--- src/rtl/fpha_pkg.sv ---
// ----------------------------------------------------------------------------
// fpha_pkg
// Shared types, codes and widths for the fit-policy hole allocator.
// ----------------------------------------------------------------------------
package fpha_pkg;

  localparam int SIZE_W = 12;
  localparam int ADDR_W = 11;
  localparam int STAT_W = 2;
  localparam int CNT_W  = 9;
  localparam int POL_W  = 2;

  // cell control carries indexes and data at the widest supported configuration
  localparam int CELL_IDX_W  = 13;
  localparam int CELL_UNIT_W = 17;

  localparam logic OP_ALLOC = 1'b0;
  localparam logic OP_FREE  = 1'b1;

  localparam logic [STAT_W-1:0] STAT_OK       = 2'd0;
  localparam logic [STAT_W-1:0] STAT_NO_FIT   = 2'd1;
  localparam logic [STAT_W-1:0] STAT_NO_BLOCK = 2'd2;
  localparam logic [STAT_W-1:0] STAT_FULL     = 2'd3;

  localparam logic [POL_W-1:0] POL_BEST  = 2'd0;
  localparam logic [POL_W-1:0] POL_WORST = 2'd1;
  localparam logic [POL_W-1:0] POL_FIRST = 2'd2;

  localparam logic REG_POLICY = 1'b0;
  localparam logic REG_MEM    = 1'b1;

  typedef struct packed {
    logic              operation;
    logic [SIZE_W-1:0] request_size;
    logic [ADDR_W-1:0] block_address;
  } req_t;

  typedef struct packed {
    logic [STAT_W-1:0] status;
    logic [ADDR_W-1:0] block_start;
    logic [SIZE_W-1:0] free_units;
    logic [CNT_W-1:0]  hole_count;
  } rsp_t;

  typedef struct packed {
    logic                   rot;
    logic                   rm;
    logic                   ins;
    logic [CELL_IDX_W-1:0]  sh_idx;
    logic                   wr;
    logic [CELL_IDX_W-1:0]  wr_idx;
    logic [CELL_UNIT_W-1:0] wr_start;
    logic [CELL_UNIT_W-1:0] wr_size;
  } cell_ctl_t;

endpackage

--- src/rtl/fpha_cell.sv ---
// ----------------------------------------------------------------------------
// fpha_cell
// One table entry (start, size). Rotates, shifts or is written by broadcast.
// ----------------------------------------------------------------------------
module fpha_cell #(
  parameter int IDX = 0,
  parameter int DW  = 12
) (
  input  logic                  clk,
  input  fpha_pkg::cell_ctl_t   ctl,
  input  logic [2*DW-1:0]       nxt_i,
  input  logic [2*DW-1:0]       prv_i,
  output logic [2*DW-1:0]       q
);
  import fpha_pkg::*;

  localparam logic [CELL_IDX_W-1:0] MY_IDX = CELL_IDX_W'(IDX);

  logic [2*DW-1:0] q_r;
  logic [2*DW-1:0] q_nxt;

  always_comb begin
    q_nxt = q_r;
    if (ctl.rot) begin
      q_nxt = nxt_i;
    end else begin
      if (ctl.rm && (MY_IDX >= ctl.sh_idx)) q_nxt = nxt_i;
      if (ctl.ins && (MY_IDX > ctl.sh_idx)) q_nxt = prv_i;
      if (ctl.wr && (MY_IDX == ctl.wr_idx)) begin
        q_nxt = {ctl.wr_start[DW-1:0], ctl.wr_size[DW-1:0]};
      end
    end
  end

  always_ff @(posedge clk) begin
    q_r <= q_nxt;
  end

  assign q = q_r;

endmodule

--- src/rtl/fpha_row.sv ---
// ----------------------------------------------------------------------------
// fpha_row
// Ring of table cells; entry 0 is the head seen by the scan logic.
// ----------------------------------------------------------------------------
module fpha_row #(
  parameter int N  = 4,
  parameter int DW = 12
) (
  input  logic                clk,
  input  fpha_pkg::cell_ctl_t ctl,
  output logic [2*DW-1:0]     head
);
  import fpha_pkg::*;

  logic [2*DW-1:0] q [N];

  for (genvar i = 0; i < N; i++) begin : g_cell
    logic [2*DW-1:0] nxt_d;
    logic [2*DW-1:0] prv_d;
    // last cell wraps to the head so a full rotation restores the table
    assign nxt_d = (i == N-1) ? q[0] : q[(i+1) % N];
    assign prv_d = (i == 0) ? q[0] : q[(i+N-1) % N];
    fpha_cell #(.IDX(i), .DW(DW)) u_cell (
      .clk   (clk),
      .ctl   (ctl),
      .nxt_i (nxt_d),
      .prv_i (prv_d),
      .q     (q[i])
    );
  end

  assign head = q[0];

endmodule

--- config.mk ---
export PLATFORM = sky130hd
export DESIGN_NAME = fpha_row
export DESIGN_NICKNAME = d
export VERILOG_FILES = /design/src/rtl/fpha_pkg.sv /design/src/rtl/fpha_cell.sv /design/src/rtl/fpha_row.sv
export SDC_FILE = /design/constraint.sdc
export NUM_CORES = 1
export LEC_CHECK = 0
export ABC_AREA = 1
export BUFFER_PORTS_ARGS = -buffer_cell sky130_fd_sc_hd__buf_2
export CAP_MARGIN = 40
export CELL_PAD_IN_SITES_DETAIL_PLACEMENT = 0
export CELL_PAD_IN_SITES_GLOBAL_PLACEMENT = 2
export CORE_UTILIZATION = 29
export CTS_CLUSTER_SIZE = 8
export DETAILED_ROUTE_END_ITERATION = 10
export PLACE_DENSITY_LB_ADDON = 0.12
export SYNTH_ARGS = -nofsm -noshare
export SYNTH_HDL_FRONTEND = slang
export SYNTH_HIERARCHICAL = 1
export SYNTH_SLANG_ARGS = --single-unit
--- constraint.sdc ---
create_clock -name clk -period 7.3 [get_ports clk]
set_clock_uncertainty 0.1 [all_clocks]
set_input_delay 2.19 -clock clk [delete_from_list [all_inputs] [get_ports clk]]
set_output_delay 2.19 -clock clk [all_outputs]
set_load 0.01 [all_outputs]
# Yosys cells after proc, flatten, opt, wreduce, memory -nomap -nowiden
# Index checks and enable logic that the tools add are counted.
op_classes:
  magnitude_cmp: 8
  eq_ne: 4
  n_mux: 16
  reduce_logical: 18
ops:
  columns: ["op", "count"]
  rows:
  - ["24-bit two-way mux", 16]
  - ["2-bit by 13-bit equality test with 1-bit output, first input constant", 2]
  - ["1-bit by 13-bit >= comparator with 1-bit output, first input constant", 2]
  - ["2-bit by 13-bit >= comparator with 1-bit output, first input constant", 2]
  - ["1-bit by 13-bit > comparator with 1-bit output, first input constant", 2]
  - ["2-bit by 13-bit > comparator with 1-bit output, first input constant", 2]
  - ["1-bit by 13-bit equality test with 1-bit output, first input constant", 1]
  - ["13-bit zero test", 1]
  - ["1-bit logical AND", 12]
  - ["4-bit nonzero test", 3]
  - ["3-bit inequality test, second input constant", 1]
  - ["3-bit nonzero test", 1]
  - ["2-bit AND reduction", 1]
totals:
  regBits: 96
  in_bits: 65
  out_inout_bits: 24
  word_cells: 50

# Logic depth before layout (Yosys ltp)
logic_depth:
  depth_word: 6
  depth_mapped: 9
  depth_no_buf: 8

# By module
# Netlist, hierarchy kept.
modules_own_cells:
  columns: ["mod", "n_inst", "cells_each", "area_per_inst_um2", "seq_area_each_um2"]
  rows:
  - ["fpha_cell (g_cell[2].u_cell)", 1, 261, 2214.6, 720.7]
  - ["fpha_cell (g_cell[3].u_cell)", 1, 266, 1990.7, 720.7]
  - ["fpha_cell (g_cell[1].u_cell)", 1, 263, 1985.7, 720.7]
  - ["fpha_cell (g_cell[0].u_cell)", 1, 132, 1310.0, 720.7]

# Worst setup path before layout
# No wires, ideal clock.
synth_timing:
  kind: "input to register"
  from: "input ctl[55] in the netlist's numbering"
  to: "register g_cell[2].u_cell.q_r[0], enable pin"
  setup_ns: 0.412
  t_arrival_ns: 3.961
  t_required_ns: 6.788
  slack_ns: 2.826
  path_stages: 6
  path_buffers: 1
  path_cell_list: "nor2_2 nand2_1 nor2_4 nand2_4 buf_6 o211ai_1"
synth_between:
  elab_chain_len: 3
  elab_cells_between_ends: 5
  classes_between: "order compare (2); reduce/logical (3)"
synth_rtl:
  columns: ["item", "line_no", "text"]
  rows:
  - ["start, declared", "fpha_row.sv:10", "input fpha_pkg::cell_ctl_t ctl,"]
  - ["2-bit by 13-bit > comparator with 1-bit output / 2-bit by 13-bit >= comparator with 1-bit output (equally long branches)", "fpha_cell.sv:28, fpha_cell.sv:27", null]
  - ["1-bit logical AND (on tied branches)", "fpha_cell.sv:28, fpha_cell.sv:27", null]
  - ["4-bit nonzero test (no line) (*)", null, null]
  - ["end signal, assigned", "fpha_cell.sv:36", "q_r <= q_nxt;"]
  - ["end, declared", "fpha_cell.sv:19", "logic [2*DW-1:0] q_r;"]
# Mark *: on every way between the ends. The rest lies on a longest branch, timed or not.
# A chain may end at the register's enable or synchronous reset.

# Worst setup path after layout
layout_timing:
  from: "input ctl[52] in the netlist's numbering"
  to: "register g_cell[1].u_cell.q_r[8], enable pin"
layout_between:
  elab_chain_len: 3
  elab_cells_between_ends: 5
  classes_between: "order compare (2); reduce/logical (3)"
layout_rtl:
  columns: ["item", "line_no"]
  rows:
  - ["1-bit by 13-bit > comparator with 1-bit output / 1-bit by 13-bit >= comparator with 1-bit output (equally long branches)", "fpha_cell.sv:28, fpha_cell.sv:27"]
  - ["1-bit logical AND (on tied branches)", "fpha_cell.sv:28, fpha_cell.sv:27"]
  - ["4-bit nonzero test (no line) (*)", null]
  - ["end signal, assigned", "fpha_cell.sv:36"]
  - ["end, declared", "fpha_cell.sv:19"]
# Marked as above.

==> results.sh <==
export IMPL_gr_total_overflow=0
export IMPL_cts_htree_levels=3
export IMPL_dr_total_vias=6102
export IMPL_ios=89
export IMPL_power_switching_mw=0.432
export IMPL_row_count=58
export IMPL_routed_wl_mm=25.3
export IMPL_place_congestion=0.696
export IMPL_fin_area_mm2=0.00840
export IMPL_clockBufferDepth=2
export IMPL_grt_start_max_net_pins=42
export IMPL_yosysUniqueCellTypes=31
export IMPL_postCtsSetupRepairBufs=0
export IMPL_synthesized_area_fraction_occupied_by_ao_oa_aoi_and_oai_cells_pct=4.39
export IMPL_dp_hpwl_mm=14.8
export IMPL_global_route_wire_length_before_repair_mm=39.0
export IMPL_grt_setup_unrepaired="no"
export IMPL_chipHeight_um=163
export IMPL_first_global_vias=6230
export IMPL_ir_worst_vdd_mv=0.115
export IMPL_number_of_drc_markers_in_iteration_0=343
export IMPL_period_minus_slack_ns=4.39
export IMPL_setup_worst_path_end_class="flip-flop"
export IMPL_largest_register_ff_count=96
export IMPL_clk_pin_slew_worst_paths_ns=0.07
export IMPL_post_synth_fa_ha_maj_area_fraction_pct=0
export IMPL_first_pass_iters=5
export IMPL_postCtsHoldBufs=0
export IMPL_post_dp_cell_area_mm2=0.00808
export IMPL_power_clock_fraction_pct=36.0
export IMPL_die_width_um=163
export IMPL_grt_util_all_layers_pct=19.9
export IMPL_drc=0
export IMPL_critical_path_start_end_classification="in -> reg"
export IMPL_critPathArrivalTime_ns=4.32
export IMPL_timing_critical_path_fanout_max=26
export IMPL_tightest_slew_ns=0.653
export IMPL_synth_top_family_by_area="simple AND/OR/NAND/NOR gates"
export IMPL_timing_final_max_slew_violations=0
export IMPL_ys_seq_elements=96
export IMPL_final_antenna_net_count=0
export IMPL_cpMaxStageDelayCell="sky130_fd_sc_hd__nand3_1"
export IMPL_count_of_port_buffers_added_during_placement=78
export IMPL_kind_of_start_point_of_the_critical_path="primary input"
export IMPL_timing_final_setup_violations=0
export IMPL_power_per_cell_area_mw_per_mm2=179
export IMPL_sequential_power_share_pct=46.1
export IMPL_core_area_mm2=0.0253
export IMPL_drt_vias_per_instance=4.66
export IMPL_min_delay_path_class="reg -> reg"
export IMPL_antenna_diode_count=0
export IMPL_cp_required_ns=7.23
export IMPL_intPower_mw=1.07
export IMPL_nNetsFinal=1039
export IMPL_post_layout_nonfiller_instances=1309
export IMPL_drive_gt1_share_pct=25.9
export IMPL_synth_xor_xnor_area_share_pct=0
export IMPL_fraction_of_power_spent_switching_nets_pct=28.8
export IMPL_regArea_mm2=0.00288
export IMPL_period_share_pct=60.1
export IMPL_area_growth_synth_to_final_pct=12.0
export IMPL_yosysWarningCount=6
export IMPL_cts_root_buffer="sky130_fd_sc_hd__clkbuf_16"
export IMPL_multiplexer_area_fraction_after_synthesis_pct=10.8
export IMPL_critical_path_max_stage_delay_ns=0.47
export IMPL_slew_headroom_pct=56.4
export IMPL_leakagePower_nw=3.98
export IMPL_run_status="complete, no violations"
export IMPL_dieArea_mm2=0.0265
export IMPL_final_hold_viol_count=0
export IMPL_antenna_violations_before_repair=0
export IMPL_syn_nets=987
export IMPL_num_clock_sinks=96
export IMPL_wl_per_cell_um=19.3
export IMPL_timing_fmax_mhz=228
export IMPL_initial_core_util_pct=29.7
export IMPL_syn_area_per_cell_um2=8.14
export IMPL_cp_cell_sequence="buf_2, nor2_1, nand2_2, nor2_8, nand3_4, nand3_1, buf_4"
export IMPL_fillers=2749
export IMPL_cts_buffers=9
export IMPL_post_cts_resized=0
export IMPL_numPlacedInstances=1293
export IMPL_setup_tns_final_ns=0
export IMPL_max_cap_viol_count=0
export IMPL_post_synth_inst_count=922
export IMPL_post_synth_and_or_nand_nor_area_fraction_pct=33.5
export IMPL_clk_insertion_delay_late_ns=0.36
export IMPL_cts_tree="built"
export IMPL_post_synth_instance_area_mm2=0.00750
export IMPL_comb_power_share_pct=17.9
export IMPL_ys_seq_area_share_pct=38.4
export IMPL_multiInputGateArea_mm2=0.00365
==> kinds of logic after synthesis <==
| logic type | after synthesis |
|---|---|
| and+or+nand+nor | 525 |
| buffers and inverters | 199 |
| DFF | 96 |
| muxes | 72 |
| AOI/OAI and AO/OA | 30 |
==> power by group through the flow <==
stage	sequential, mW	combinational (mW)	clock [mW]
final	0.693	0.268	0.541
after global routing	0.700	0.301	0.567
after CTS	0.693	0.271	0.555
after detailed placement	0.705	0.271	0
after global placement	0.705	0.265	0
after floorplan	0.698	0.177	0
==> final timing paths <==
check	start	to	slack (ns)	depth (start not counted)
setup / recovery	ctl[52]	g_cell[1].u_cell/q[8]$_DFFE_PP_	2.91	7
hold / removal	g_cell[1].u_cell/q[16]$_DFFE_PP_	g_cell[0].u_cell/q[16]$_DFFE_PP_	0.44	2
setup reg to reg	g_cell[0].u_cell/q[11]$_DFFE_PP_	g_cell[3].u_cell/q[11]$_DFFE_PP_	6.06	3
hold reg to reg	g_cell[1].u_cell/q[16]$_DFFE_PP_	g_cell[0].u_cell/q[16]$_DFFE_PP_	0.44	2
==> synth_stat cells <==
library cell	instances	area share, %
sky130_fd_sc_hd__a21oi_4	4	0.87
sky130_fd_sc_hd__and2_1	1	0.083
sky130_fd_sc_hd__buf_2	21	1.4
sky130_fd_sc_hd__buf_4	11	1.1
sky130_fd_sc_hd__buf_6	17	2.6
sky130_fd_sc_hd__buf_8	1	0.20
sky130_fd_sc_hd__clkbuf_4	1	0.10
sky130_fd_sc_hd__clkbuf_8	1	0.18
sky130_fd_sc_hd__clkinv_1	1	0.050
sky130_fd_sc_hd__edfxtp_1	96	38
sky130_fd_sc_hd__inv_1	136	6.8
sky130_fd_sc_hd__inv_2	10	0.50
sky130_fd_sc_hd__mux2_2	72	11
sky130_fd_sc_hd__nand2_1	267	13
sky130_fd_sc_hd__nand2_2	7	0.58
sky130_fd_sc_hd__nand2_4	1	0.15
sky130_fd_sc_hd__nand3_1	117	7.8
sky130_fd_sc_hd__nand3_2	12	1.6
sky130_fd_sc_hd__nand3_4	3	0.70
sky130_fd_sc_hd__nand3b_1	1	0.10
sky130_fd_sc_hd__nand4_1	48	4.0
sky130_fd_sc_hd__nor2_1	50	2.5
sky130_fd_sc_hd__nor2_2	7	0.58
sky130_fd_sc_hd__nor2_4	5	0.75
sky130_fd_sc_hd__nor2_8	4	1.1
sky130_fd_sc_hd__nor3_1	1	0.067
sky130_fd_sc_hd__o211ai_1	1	0.10
sky130_fd_sc_hd__o21ai_0	1	0.067
sky130_fd_sc_hd__o21bai_1	5	0.50
sky130_fd_sc_hd__o21bai_2	19	2.9
sky130_fd_sc_hd__or2_4	1	0.12
==> through the flow <==
| step | hold WS, ns | utilization [%] | setup WS (ns) | power [mW] |
|---|---|---|---|---|
| floorplan | 0.413 | - | 2.83 | 0.875 |
| global placement | 0.428 | 31.6 | 2.49 | 0.971 |
| detailed placement | 0.431 | 32.0 | 2.47 | 0.976 |
| CTS | 0.446 | 33.3 | 2.85 | 1.52 |
| global route | 0.474 | 33.3 | 2.70 | 1.57 |
| finish | 0.444 | 33.3 | 2.91 | 1.50 |
==> final cells by class <==
class,instances,share of cell area (%)
multi-input combinational,627,43.5
inverter,147,6.57
clock buffer,9,2.68
timing repair buffer,93,6.88
sequential,96,34.3
tap,330,4.92
clock inverter,7,1.15
==> routing by layer <==
metal  global-route usage [%]  routed length [um]  vias to the layer above  part of all wire, %
li1                         -                   -                     3122                    -
met1                     26.3               12100                     2876                   48
met4                     4.25                 221                        0                 0.87
met5                        0                   0                        -                    0
met2                     34.7               12400                       90                   49
met3                     2.19                 568                       14                  2.2
==> layout by cell type, fill, tap and decap left out, types with 7 or more instances in the layout <==
cell type / Yosys / final
sky130_fd_sc_hd__nand4_1: 48 / 48
sky130_fd_sc_hd__buf_2: 21 / 77
sky130_fd_sc_hd__nand3_2: 12 / 12
sky130_fd_sc_hd__nor2_1: 50 / 50
sky130_fd_sc_hd__edfxtp_1: 96 / 96
sky130_fd_sc_hd__nand2_2: 7 / 7
sky130_fd_sc_hd__inv_2: 10 / 10
sky130_fd_sc_hd__nand3_1: 117 / 117
sky130_fd_sc_hd__clkbuf_16: 0 / 9
sky130_fd_sc_hd__buf_4: 11 / 12
sky130_fd_sc_hd__inv_1: 136 / 136
sky130_fd_sc_hd__o21bai_2: 19 / 19
sky130_fd_sc_hd__nor2_2: 7 / 7
sky130_fd_sc_hd__mux2_2: 72 / 72
sky130_fd_sc_hd__nand2_1: 267 / 267
==> critical path, delay by kind of cell <==
family | cells | cell delay [ns]
buf+inv | 2 | 0.54
simple gates | 5 | 1.56
Power figures use the tool's default switching activity.
